File: src/design/slxfr_pkg.sv
`timescale 1ns / 1ps

package slxfr_pkg;

	// Assembly buffer depth; the frame store holds two banks of this size.
	localparam int BUF_DEPTH = 128;
	localparam int PTR_W     = $clog2(BUF_DEPTH);
	localparam int CNT_W     = $clog2(BUF_DEPTH + 1);
	localparam int BYTE_W    = 8;
	localparam int NEED_W    = BYTE_W + 1;
	localparam int CTR_W     = 16;
	localparam int CFG_IDX_W = 2;

	// Configuration register indexes.
	localparam logic [CFG_IDX_W-1:0] REG_SYNC = 2'd0;
	localparam logic [CFG_IDX_W-1:0] REG_MIN  = 2'd1;
	localparam logic [CFG_IDX_W-1:0] REG_MAX  = 2'd2;

	// Register reset values.
	localparam logic [BYTE_W-1:0] SYNC_RST = 8'hC6;
	localparam logic [BYTE_W-1:0] MIN_RST  = 8'd6;
	localparam logic [BYTE_W-1:0] MAX_RST  = 8'd128;

	// Frame length is the length byte plus this overhead.
	localparam logic [NEED_W-1:0] LEN_OVERHEAD = 9'd3;

	typedef enum logic [2:0] {
		EV_NONE = 3'd0,
		EV_GOOD = 3'd1,
		EV_BAD  = 3'd2,
		EV_LEN  = 3'd3,
		EV_READ = 3'd4
	} event_t;

	typedef enum logic [2:0] {
		ST_IDLE,
		ST_BYTE,
		ST_READ,
		ST_RDATA,
		ST_CHK,
		ST_SCAN,
		ST_LEN,
		ST_OUT
	} state_t;

	// Circular buffer address: base plus logical offset, wrapped at the depth.
	function automatic logic [PTR_W-1:0] wrap_add(input logic [PTR_W-1:0] base,
			input logic [CNT_W-1:0] off);
		logic [PTR_W+1:0] s;
		s = (PTR_W+2)'(base) + (PTR_W+2)'(off);
		if (s >= (PTR_W+2)'(BUF_DEPTH)) begin
			s = s - (PTR_W+2)'(BUF_DEPTH);
		end
		return s[PTR_W-1:0];
	endfunction

endpackage

File: src/design/slxfr_ram.sv
`timescale 1ns / 1ps

// Simple dual-port RAM: one write port, one read port with registered data.
module slxfr_ram #(
	parameter int WIDTH = 8,
	parameter int DEPTH = 128
) (
	input  logic                     clk,
	input  logic                     we,
	input  logic [$clog2(DEPTH)-1:0] waddr,
	input  logic [WIDTH-1:0]         wdata,
	input  logic [$clog2(DEPTH)-1:0] raddr,
	output logic [WIDTH-1:0]         rdata
);

	logic [WIDTH-1:0] mem [DEPTH];

	always_ff @(posedge clk) begin
		if (we) begin
			mem[waddr] <= wdata;
		end
		rdata <= mem[raddr];
	end

endmodule

File: src/design/sync_length_xor_frame_receiver_top.sv
`timescale 1ns / 1ps
// A byte that completes no frame, or a store read, passes from the capture state through its
// byte or read states to the output state; a completing byte adds one assembly-buffer read per
// frame byte and, on a checksum failure, a resync scan of one buffered byte per cycle.
// One beat is taken at a time: s_axis_tready is high only in idle, once the last result is in
// the output register; the checksum pass and resync scan share the single assembly-buffer read port.
// Reset (arst_n low) clears counters, lengths and registers to their defaults; buffer contents
// are left as they are and need no clearing pass.
module sync_length_xor_frame_receiver_top (
	input  logic        clk,
	input  logic        arst_n,
	// Configuration write port.
	input  logic        cfg_we,
	input  logic [1:0]  cfg_index,
	input  logic [7:0]  cfg_data,
	// Input beats.
	input  logic        s_axis_tvalid,
	output logic        s_axis_tready,
	input  logic [15:0] s_axis_tdata,   // rx_byte[7:0], read_index[14:8], zero pad[15]
	input  logic        s_axis_tuser,   // req_type
	// Result beats.
	output logic        m_axis_tvalid,
	input  logic        m_axis_tready,
	output logic [47:0] m_axis_tdata,   // frame_length, read_data, good_count, bad_count
	output logic [2:0]  m_axis_tuser    // event_code
);

	localparam int PTR_W  = slxfr_pkg::PTR_W;
	localparam int CNT_W  = slxfr_pkg::CNT_W;
	localparam int BYTE_W = slxfr_pkg::BYTE_W;
	localparam int NEED_W = slxfr_pkg::NEED_W;
	localparam int CTR_W  = slxfr_pkg::CTR_W;

	slxfr_pkg::state_t state_q, state_d;

	// Configuration registers.
	logic [BYTE_W-1:0] sync_q, min_q, max_q;

	// Captured input beat.
	logic [BYTE_W-1:0] rx_q;
	logic [6:0]        rd_idx_q;

	// Assembly state: circular buffer head, fill count, copy of the length byte.
	logic [PTR_W-1:0]  head_q;
	logic [CNT_W-1:0]  count_q;
	logic [BYTE_W-1:0] len_q;
	logic [CNT_W-1:0]  n_q;

	// Sweep pointer and its read pipeline stage.
	logic [CNT_W-1:0]  idx_q;
	logic [CNT_W-1:0]  idx_s1;
	logic              vld_s1;
	logic [BYTE_W-1:0] xor_q;

	// Stored frame and statistics.
	logic              bank_q;
	logic [BYTE_W-1:0] slen_q;
	logic [CTR_W-1:0]  good_q, bad_q;

	// Pending result and output register.
	slxfr_pkg::event_t res_ev_q;
	logic [BYTE_W-1:0] res_data_q;
	logic              out_valid_q;
	logic [2:0]        out_ev_q;
	logic [47:0]       out_data_q;

	// Memory ports.
	logic              abuf_we;
	logic [PTR_W-1:0]  abuf_waddr, abuf_raddr;
	logic [BYTE_W-1:0] abuf_wdata, abuf_rdata;
	logic              fs_we;
	logic [PTR_W:0]    fs_waddr, fs_raddr;
	logic [BYTE_W-1:0] fs_wdata, fs_rdata;

	// Byte analysis.
	logic [CNT_W-1:0]  cnt0, cnt1;
	logic              skip, has_len, len_bad, need_more, go_chk;
	logic [BYTE_W-1:0] lenv;
	logic [NEED_W-1:0] needed, cap;

	// Sweep control.
	logic              in_acc, issue, chk_last, chk_good, scan_hit, scan_end, out_free;

	assign in_acc   = s_axis_tvalid && s_axis_tready;
	assign out_free = !out_valid_q || m_axis_tready;

	slxfr_ram #(.WIDTH(BYTE_W), .DEPTH(slxfr_pkg::BUF_DEPTH)) u_abuf (
		.clk   (clk),
		.we    (abuf_we),
		.waddr (abuf_waddr),
		.wdata (abuf_wdata),
		.raddr (abuf_raddr),
		.rdata (abuf_rdata)
	);

	slxfr_ram #(.WIDTH(BYTE_W), .DEPTH(2 * slxfr_pkg::BUF_DEPTH)) u_fstore (
		.clk   (clk),
		.we    (fs_we),
		.waddr (fs_waddr),
		.wdata (fs_wdata),
		.raddr (fs_raddr),
		.rdata (fs_rdata)
	);

	// Decide what a received byte does to the assembly buffer.
	always_comb begin
		cnt0      = (count_q >= CNT_W'(slxfr_pkg::BUF_DEPTH)) ? '0 : count_q;
		skip      = (cnt0 == '0) && (rx_q != sync_q);
		cnt1      = cnt0 + CNT_W'(1);
		has_len   = !skip && (cnt1 >= CNT_W'(2));
		lenv      = (cnt0 == CNT_W'(1)) ? rx_q : len_q;
		needed    = {1'b0, lenv} + slxfr_pkg::LEN_OVERHEAD;
		cap       = ({1'b0, max_q} > NEED_W'(slxfr_pkg::BUF_DEPTH)) ?
			NEED_W'(slxfr_pkg::BUF_DEPTH) : {1'b0, max_q};
		len_bad   = (needed < {1'b0, min_q}) || (needed > cap);
		need_more = NEED_W'(cnt1) < needed;
		go_chk    = has_len && !len_bad && !need_more;
	end

	// Sweep status for checksum and resync scan.
	always_comb begin
		issue    = (state_q == slxfr_pkg::ST_CHK) ? (idx_q < n_q) : (idx_q < count_q);
		chk_last = vld_s1 && (idx_s1 == n_q - CNT_W'(1));
		chk_good = abuf_rdata == xor_q;
		scan_hit = vld_s1 && (abuf_rdata == sync_q);
		scan_end = idx_q >= count_q;
	end

	// Next state.
	always_comb begin
		state_d = state_q;
		case (state_q)
			slxfr_pkg::ST_IDLE: begin
				if (in_acc) begin
					state_d = s_axis_tuser ? slxfr_pkg::ST_READ : slxfr_pkg::ST_BYTE;
				end
			end
			slxfr_pkg::ST_BYTE: begin
				state_d = go_chk ? slxfr_pkg::ST_CHK : slxfr_pkg::ST_OUT;
			end
			slxfr_pkg::ST_READ:  state_d = slxfr_pkg::ST_RDATA;
			slxfr_pkg::ST_RDATA: state_d = slxfr_pkg::ST_OUT;
			slxfr_pkg::ST_CHK: begin
				if (chk_last) begin
					state_d = chk_good ? slxfr_pkg::ST_OUT : slxfr_pkg::ST_SCAN;
				end
			end
			slxfr_pkg::ST_SCAN: begin
				if (scan_hit) begin
					state_d = slxfr_pkg::ST_LEN;
				end else if (scan_end) begin
					state_d = slxfr_pkg::ST_OUT;
				end
			end
			slxfr_pkg::ST_LEN: state_d = slxfr_pkg::ST_OUT;
			slxfr_pkg::ST_OUT: begin
				if (out_free) begin
					state_d = slxfr_pkg::ST_IDLE;
				end
			end
			default: state_d = slxfr_pkg::ST_IDLE;
		endcase
	end

	// Handshake and memory port controls.
	always_comb begin
		s_axis_tready = 1'b0;
		abuf_we       = 1'b0;
		abuf_waddr    = slxfr_pkg::wrap_add(head_q, cnt0);
		abuf_wdata    = rx_q;
		abuf_raddr    = slxfr_pkg::wrap_add(head_q, idx_q);
		fs_we         = 1'b0;
		fs_waddr      = {~bank_q, idx_s1[PTR_W-1:0]};
		fs_wdata      = abuf_rdata;
		fs_raddr      = {bank_q, PTR_W'(rd_idx_q)};
		case (state_q)
			slxfr_pkg::ST_IDLE: s_axis_tready = 1'b1;
			slxfr_pkg::ST_BYTE: abuf_we = !skip;
			slxfr_pkg::ST_CHK:  fs_we = vld_s1;
			default: ;
		endcase
	end

	// Configuration registers.
	always_ff @(posedge clk or negedge arst_n) begin
		if (!arst_n) begin
			sync_q <= slxfr_pkg::SYNC_RST;
			min_q  <= slxfr_pkg::MIN_RST;
			max_q  <= slxfr_pkg::MAX_RST;
		end else if (cfg_we) begin
			case (cfg_index)
				slxfr_pkg::REG_SYNC: sync_q <= cfg_data;
				slxfr_pkg::REG_MIN:  min_q  <= cfg_data;
				slxfr_pkg::REG_MAX:  max_q  <= cfg_data;
				default: ;
			endcase
		end
	end

	// Datapath and bookkeeping registers.
	always_ff @(posedge clk or negedge arst_n) begin
		if (!arst_n) begin
			state_q     <= slxfr_pkg::ST_IDLE;
			rx_q        <= '0;
			rd_idx_q    <= '0;
			head_q      <= '0;
			count_q     <= '0;
			len_q       <= '0;
			n_q         <= '0;
			idx_q       <= '0;
			idx_s1      <= '0;
			vld_s1      <= 1'b0;
			xor_q       <= '0;
			bank_q      <= 1'b0;
			slen_q      <= '0;
			good_q      <= '0;
			bad_q       <= '0;
			res_ev_q    <= slxfr_pkg::EV_NONE;
			res_data_q  <= '0;
			out_valid_q <= 1'b0;
			out_ev_q    <= '0;
			out_data_q  <= '0;
		end else begin
			state_q <= state_d;

			// The output register loads a new result or drains independently of the sequencer.
			if (state_q == slxfr_pkg::ST_OUT && out_free) begin
				out_valid_q <= 1'b1;
			end else if (m_axis_tready) begin
				out_valid_q <= 1'b0;
			end

			case (state_q)
				slxfr_pkg::ST_IDLE: begin
					if (in_acc) begin
						rx_q     <= s_axis_tdata[7:0];
						rd_idx_q <= s_axis_tdata[14:8];
					end
				end

				slxfr_pkg::ST_BYTE: begin
					res_data_q <= '0;
					res_ev_q   <= (has_len && len_bad) ? slxfr_pkg::EV_LEN : slxfr_pkg::EV_NONE;
					if (skip) begin
						count_q <= cnt0;
					end else if (has_len && len_bad) begin
						count_q <= '0;
					end else begin
						count_q <= cnt1;
					end
					if (!skip && cnt0 == CNT_W'(1)) begin
						len_q <= rx_q;
					end
					if (go_chk) begin
						n_q    <= CNT_W'(needed);
						idx_q  <= '0;
						vld_s1 <= 1'b0;
						xor_q  <= '0;
					end
				end

				slxfr_pkg::ST_RDATA: begin
					res_ev_q   <= slxfr_pkg::EV_READ;
					res_data_q <= ({1'b0, rd_idx_q} < slen_q) ? fs_rdata : '0;
				end

				slxfr_pkg::ST_CHK: begin
					// No read is issued once the last byte is back, so the stage empties itself.
					vld_s1 <= issue;
					idx_s1 <= idx_q;
					if (issue) begin
						idx_q <= idx_q + CNT_W'(1);
					end
					if (vld_s1 && idx_s1 != '0 && !chk_last) begin
						xor_q <= xor_q ^ abuf_rdata;
					end
					// Last byte holds the checksum.
					if (chk_last) begin
						res_data_q <= '0;
						if (chk_good) begin
							res_ev_q <= slxfr_pkg::EV_GOOD;
							bank_q   <= ~bank_q;
							slen_q   <= BYTE_W'(n_q);
							good_q   <= good_q + CTR_W'(1);
							count_q  <= '0;
						end else begin
							res_ev_q <= slxfr_pkg::EV_BAD;
							bad_q    <= bad_q + CTR_W'(1);
							idx_q    <= CNT_W'(1);
						end
					end
				end

				slxfr_pkg::ST_SCAN: begin
					vld_s1 <= issue;
					idx_s1 <= idx_q;
					if (issue) begin
						idx_q <= idx_q + CNT_W'(1);
					end
					// The read issued alongside a hit fetches the new length byte.
					if (scan_hit) begin
						head_q  <= slxfr_pkg::wrap_add(head_q, idx_s1);
						count_q <= count_q - idx_s1;
					end else if (scan_end) begin
						count_q <= '0;
					end
				end

				slxfr_pkg::ST_LEN: begin
					len_q <= abuf_rdata;
				end

				slxfr_pkg::ST_OUT: begin
					if (out_free) begin
						out_ev_q   <= res_ev_q;
						out_data_q <= {bad_q, good_q, res_data_q, slen_q};
					end
				end

				default: ;
			endcase
		end
	end

	assign m_axis_tvalid = out_valid_q;
	assign m_axis_tdata  = out_data_q;
	assign m_axis_tuser  = out_ev_q;

endmodule
File: config.mk
export PLATFORM = sky130hd
export DESIGN_NAME = sync_length_xor_frame_receiver_top
export DESIGN_NICKNAME = d
export VERILOG_FILES = /design/src/design/slxfr_pkg.sv /design/src/design/slxfr_ram.sv /design/src/design/sync_length_xor_frame_receiver_top.sv
export SDC_FILE = /design/constraint.sdc
export NUM_CORES = 2
export LEC_CHECK = 0
export BUFFER_PORTS_ARGS = -buffer_cell sky130_fd_sc_hd__buf_2
export CORE_ASPECT_RATIO = 0.75
export CORE_MARGIN = 5
export CORE_UTILIZATION = 65
export DETAILED_ROUTE_END_ITERATION = 10
export PLACE_DENSITY = 0.86
export SLEW_MARGIN = 20
export SYNTH_ARGS = -nofsm -noshare
export SYNTH_HDL_FRONTEND = slang
export SYNTH_SLANG_ARGS = --single-unit
File: constraint.sdc
create_clock -name clk -period 9.88 [get_ports clk]
set_clock_uncertainty 0.1 [all_clocks]
set_input_delay 1.976 -clock clk [delete_from_list [all_inputs] [get_ports clk]]
set_output_delay 1.976 -clock clk [all_outputs]
set_load 0.02 [all_outputs]
==> flow_metrics.tcl, run 1 <==
set metrics [dict create \
    synth_top_area_frac 0.711 \
    ys_seq_area_frac 0.752 \
    yosys.cell_count.top_type "edfxtp_1" \
    async_flop_share 0.0614 \
    synth_common_cells "3072 x edfxtp_1, 960 x mux4_2, 445 x nor2_1" \
    syn_inst 6112 \
    synth-edff-count 3072 \
    grt_max_degree 237 \
    synth-seq-cells 3290 \
    ctsResizeCount 0 \
    grt_usage 0.562 \
    portBuffers 83 \
    start_util 0.652 \
    place_congestion 0.880 \
    gr-total-overflow 178 \
    io_pins 85 \
    stop_stage "5_1_grt" \
    synth_area_sq_um 130000 \
    yosys.area.top_type "edfxtp_1" \
    synth_cell_types 75 \
    chipWidth_microns 526 \
    post_cts_buffers 0 \
    ctsHoldBuffers 0 \
    ys_warn_count 0 \
    synth_nets 6224 \
    antenna_found_initial 67 \
    cts_made_buffers 308 \
    rows 142 \
    synthTopCellsByArea "edfxtp_1 71%, mux4_2 17%, dfrtp_1 3.8%, nor2_1 1.3%, mux2_2 0.83%" \
    preCtsSetupSlack_ns 3.48 \
    die_h_microns 397 \
    h-tree-depth 5 \
    outcome "stopped before the end" \
    synth-main-ff-cell "edfxtp_1" \
    dp_hpwl_microns 197000 \
    clkSinkCount 3290 \
    firstError "[ERROR GRT-0232] Routing congestion too high. Check the congestion heatmap in the GUI." \
    clock_path_buffers 4 \
    clockRootBuffer "clkbuf_16" \
    synth.avg_cell_area_sq_um 21.2 \
]
stage by stage:
| stage | area, sq um | std cells | hold WS (ns) |
|---|---|---|---|
| floorplan | 130000 | 6112 | 0.327 |
| global placement | 133000 | 8632 | 0.338 |
| detailed placement | 133000 | 8632 | 0.347 |
| CTS | 143000 | 9162 | 0.369 |
cell families after synthesis:
kind of cell,after synthesis,synth area share
flops,3290,0.752
mux,1070,0.176
simple gates,870,0.0287
buf+inv,382,0.0114
fa+ha+maj,80,0.00794
compound gates,312,0.0164
xor+xnor,108,0.00729
metal layers:
layer / GRT overflow / GRT usage
met5: 4 / 0.224
met4: 75 / 0.429
met3: 23 / 0.460
met2: 64 / 0.714
met1: 12 / 0.586
==> run 2: changes to the inputs <==
--- a/config.mk
+++ b/config.mk
@@ -6,11 +6,10 @@
 export NUM_CORES = 2
 export LEC_CHECK = 0
 export BUFFER_PORTS_ARGS = -buffer_cell sky130_fd_sc_hd__buf_2
-export CORE_ASPECT_RATIO = 0.75
 export CORE_MARGIN = 5
-export CORE_UTILIZATION = 65
+export CORE_UTILIZATION = 40
 export DETAILED_ROUTE_END_ITERATION = 10
-export PLACE_DENSITY = 0.86
+export PLACE_DENSITY_LB_ADDON = 0.15
 export SLEW_MARGIN = 20
 export SYNTH_ARGS = -nofsm -noshare
 export SYNTH_HDL_FRONTEND = slang
==> run 2 against run 1 <==
Compared with the run above: the flow now finishes without violations; synthesized cell count unchanged; area after synthesis is the same.
==> flow_metrics.tcl, run 2 <==
set metrics [dict create \
    drt_iter0_drc 5919 \
    largest_reg_flops 2048 \
    post_cts_buffers 0 \
    final_cell_mix "3072 x edfxtp_1, 960 x mux4_2, 444 x nor2_1" \
    area_growth_pct 13.2 \
    fp.dieArea_sq_um 336000 \
    rows 209 \
    yosys.cell_count.top_type "edfxtp_1" \
    clkSinkCount 3290 \
    worst_pin_slew_ns 1.25 \
    async_flop_share 0.0614 \
    synthTopCellsByArea "edfxtp_1 71%, mux4_2 17%, dfrtp_1 3.8%, nor2_1 1.3%, mux2_2 0.83%" \
    drive_above_1_share 0.275 \
    ant_nets 0 \
    layout_setup_ws_ns 3.35 \
    synth_cell_types 75 \
    post-route-drc-count 0 \
    avgRoutedWirePerCell_microns 29.2 \
    antenna_found_initial 22 \
    ys_seq_area_frac 0.752 \
    start_util 0.401 \
    dr.pass1.iters 6 \
    synth-main-ff-cell "edfxtp_1" \
    chipWidth_microns 580 \
    setup_tns_ns 0 \
    ir_worst_vdd_v 0.000240 \
    h-tree-depth 5 \
    crit_path_max_fanout 19 \
    gr-total-overflow 0 \
    fmax_mhz 153 \
    grt_first_pass_wirelength_microns 463000 \
    synth.avg_cell_area_sq_um 21.2 \
    setup_viol 0 \
    cap_violations 0 \
    layout_commonest_cell "edfxtp_1" \
    clk_latency_ns 0.91 \
    via_per_inst 5.61 \
    fill_cells 27250 \
    hold_viol_final 0 \
    rsz0062_at_grt "no" \
    cts_made_buffers 345 \
    synth_nets 6224 \
    yosys.area.top_type "edfxtp_1" \
    timing.final.crit_share 0.661 \
    synth-edff-count 3072 \
    power_leakage_nw 46.5 \
    synth_area_sq_um 130000 \
    clock_path_buffers 4 \
    grt_max_degree 217 \
    syn_inst 6112 \
    cts_tree "done" \
    criticalPathCategory "flip-flop to flip-flop" \
    maxSlewViolCount 0 \
    hold_class "flip-flop to flip-flop" \
    io_pins 85 \
    core_sq_um 324000 \
    final_cells 10944 \
    slew_headroom 0.168 \
    total_power_mw 44.2 \
    synth_common_cells "3072 x edfxtp_1, 960 x mux4_2, 445 x nor2_1" \
    outcome "finished clean" \
    preCtsSetupSlack_ns 3.36 \
    arrival_ns 7.20 \
    synth-seq-cells 3290 \
    synth_top_area_frac 0.711 \
    ctsResizeCount 0 \
    dp_hpwl_microns 188000 \
    min_period_ns 6.53 \
    rr_worst_depth 20 \
    die_h_microns 580 \
    grt_pass1_vias 62666 \
    place_congestion 0.791 \
    ys_warn_count 0 \
    grt_usage 0.187 \
    max_flop_register "u_fstore.mem" \
    vias 61383 \
    totalWireLength_microns 319000 \
    cp.required_ns 10.54 \
    end_kind "flip-flop" \
    ctsHoldBuffers 0 \
    place_inst 10313 \
    portBuffers 83 \
    nNetsFinal 6448 \
    clkSlewWorstSetupHoldPaths_ns 0.07 \
    start_kind "flip-flop" \
    clockRootBuffer "clkbuf_16" \
    worst_hold_path.num_cells 1 \
    powerDensity_nw_per_um2 301 \
]
run 2: cell counts after synthesis:
Identical to the previous run, type by type.
run 2: cells by family (layout without fill, tap and decap cells):
| family | after synthesis | after routing | share of synthesized area |
|---|---|---|---|
| AO/OA/AOI/OAI | 312 | 312 | 0.0164 |
| XOR/XNOR | 108 | 108 | 0.00729 |
| adder cells (fa/ha/maj) | 80 | 80 | 0.00794 |
| buffers and inverters | 382 | 886 | 0.0114 |
| flip-flops | 3290 | 3290 | 0.752 |
| multiplexers | 1070 | 1070 | 0.176 |
| other | 0 | 3 | 0 |
| AND/OR/NAND/NOR | 870 | 870 | 0.0287 |
run 2: through the flow:
stage,instance area (sq um),hold slack (ns),util
after detailed placement,136000,0.360,0.419
final,147000,0.368,0.454
after global placement,136000,0.357,0.419
after floorplan,130000,0.327,-
after global routing,147000,0.380,0.454
after CTS,147000,0.368,0.454
run 2: power breakdown:
| part | internal (mW) | switching [mW] |
|---|---|---|
| logic | 5.05 | 7.61 |
| registers | 17.5 | 0.922 |
| clock network | 7.70 | 5.40 |
| total | 30.2 | 13.9 |
run 2: final cells by class:
type	count	area [sq um]	area share
antenna	3	7.51	0.0000511
clock buffer	422	9140	0.0622
clock inverter	205	2230	0.0152
inverter	67	251	0.00171
multi-input combinational	2440	30800	0.210
sequential	3290	97700	0.665
tap	4325	5410	0.0368
timing repair buffer	192	1430	0.00974
run 2: critical path: stages (launching register included):
cell and delay, ns:
dfrtp_1 0.67, inv_1 0.20, nand2_1 0.19, inv_1 0.11, ha_1 0.25, and2_1 0.18
a31oi_2 0.69, mux2i_1 0.19, ha_1 0.28, nor2b_1 0.20, nand2_1 0.09, xor2_1 0.14
o21ai_0 0.60, ha_1 0.38, a2111oi_0 0.37, o211a_1 0.21, o31ai_1 0.14, nor3_4 0.30
and2_1 0.61, nor2_1 0.25, a21boi_1 0.20
run 2: worst paths after layout:
path                                    end  slack, ns       start
max                                idx_q[5]       3.35  count_q[7]
min                               bad_q[15]       0.37   bad_q[15]
max reg2reg                        idx_q[5]       3.35  count_q[7]
min reg2reg                       bad_q[15]       0.37   bad_q[15]
max in group asynchronous       rd_idx_q[4]       7.37      arst_n
min in group asynchronous  m_axis_tdata[33]       0.99      arst_n
run 2: routing by layer:
metal / part of all wire / vias to the layer above / GRT usage / routed length, microns
li1: - / 25773 / - / -
met3: 0.067 / 439 / 0.0367 / 21400
met5: 0.000041 / - / 0 / 13
met2: 0.47 / 1883 / 0.292 / 151000
met1: 0.44 / 33286 / 0.275 / 141000
met4: 0.021 / 2 / 0.0382 / 6850
(Power assumes the default switching activity.)
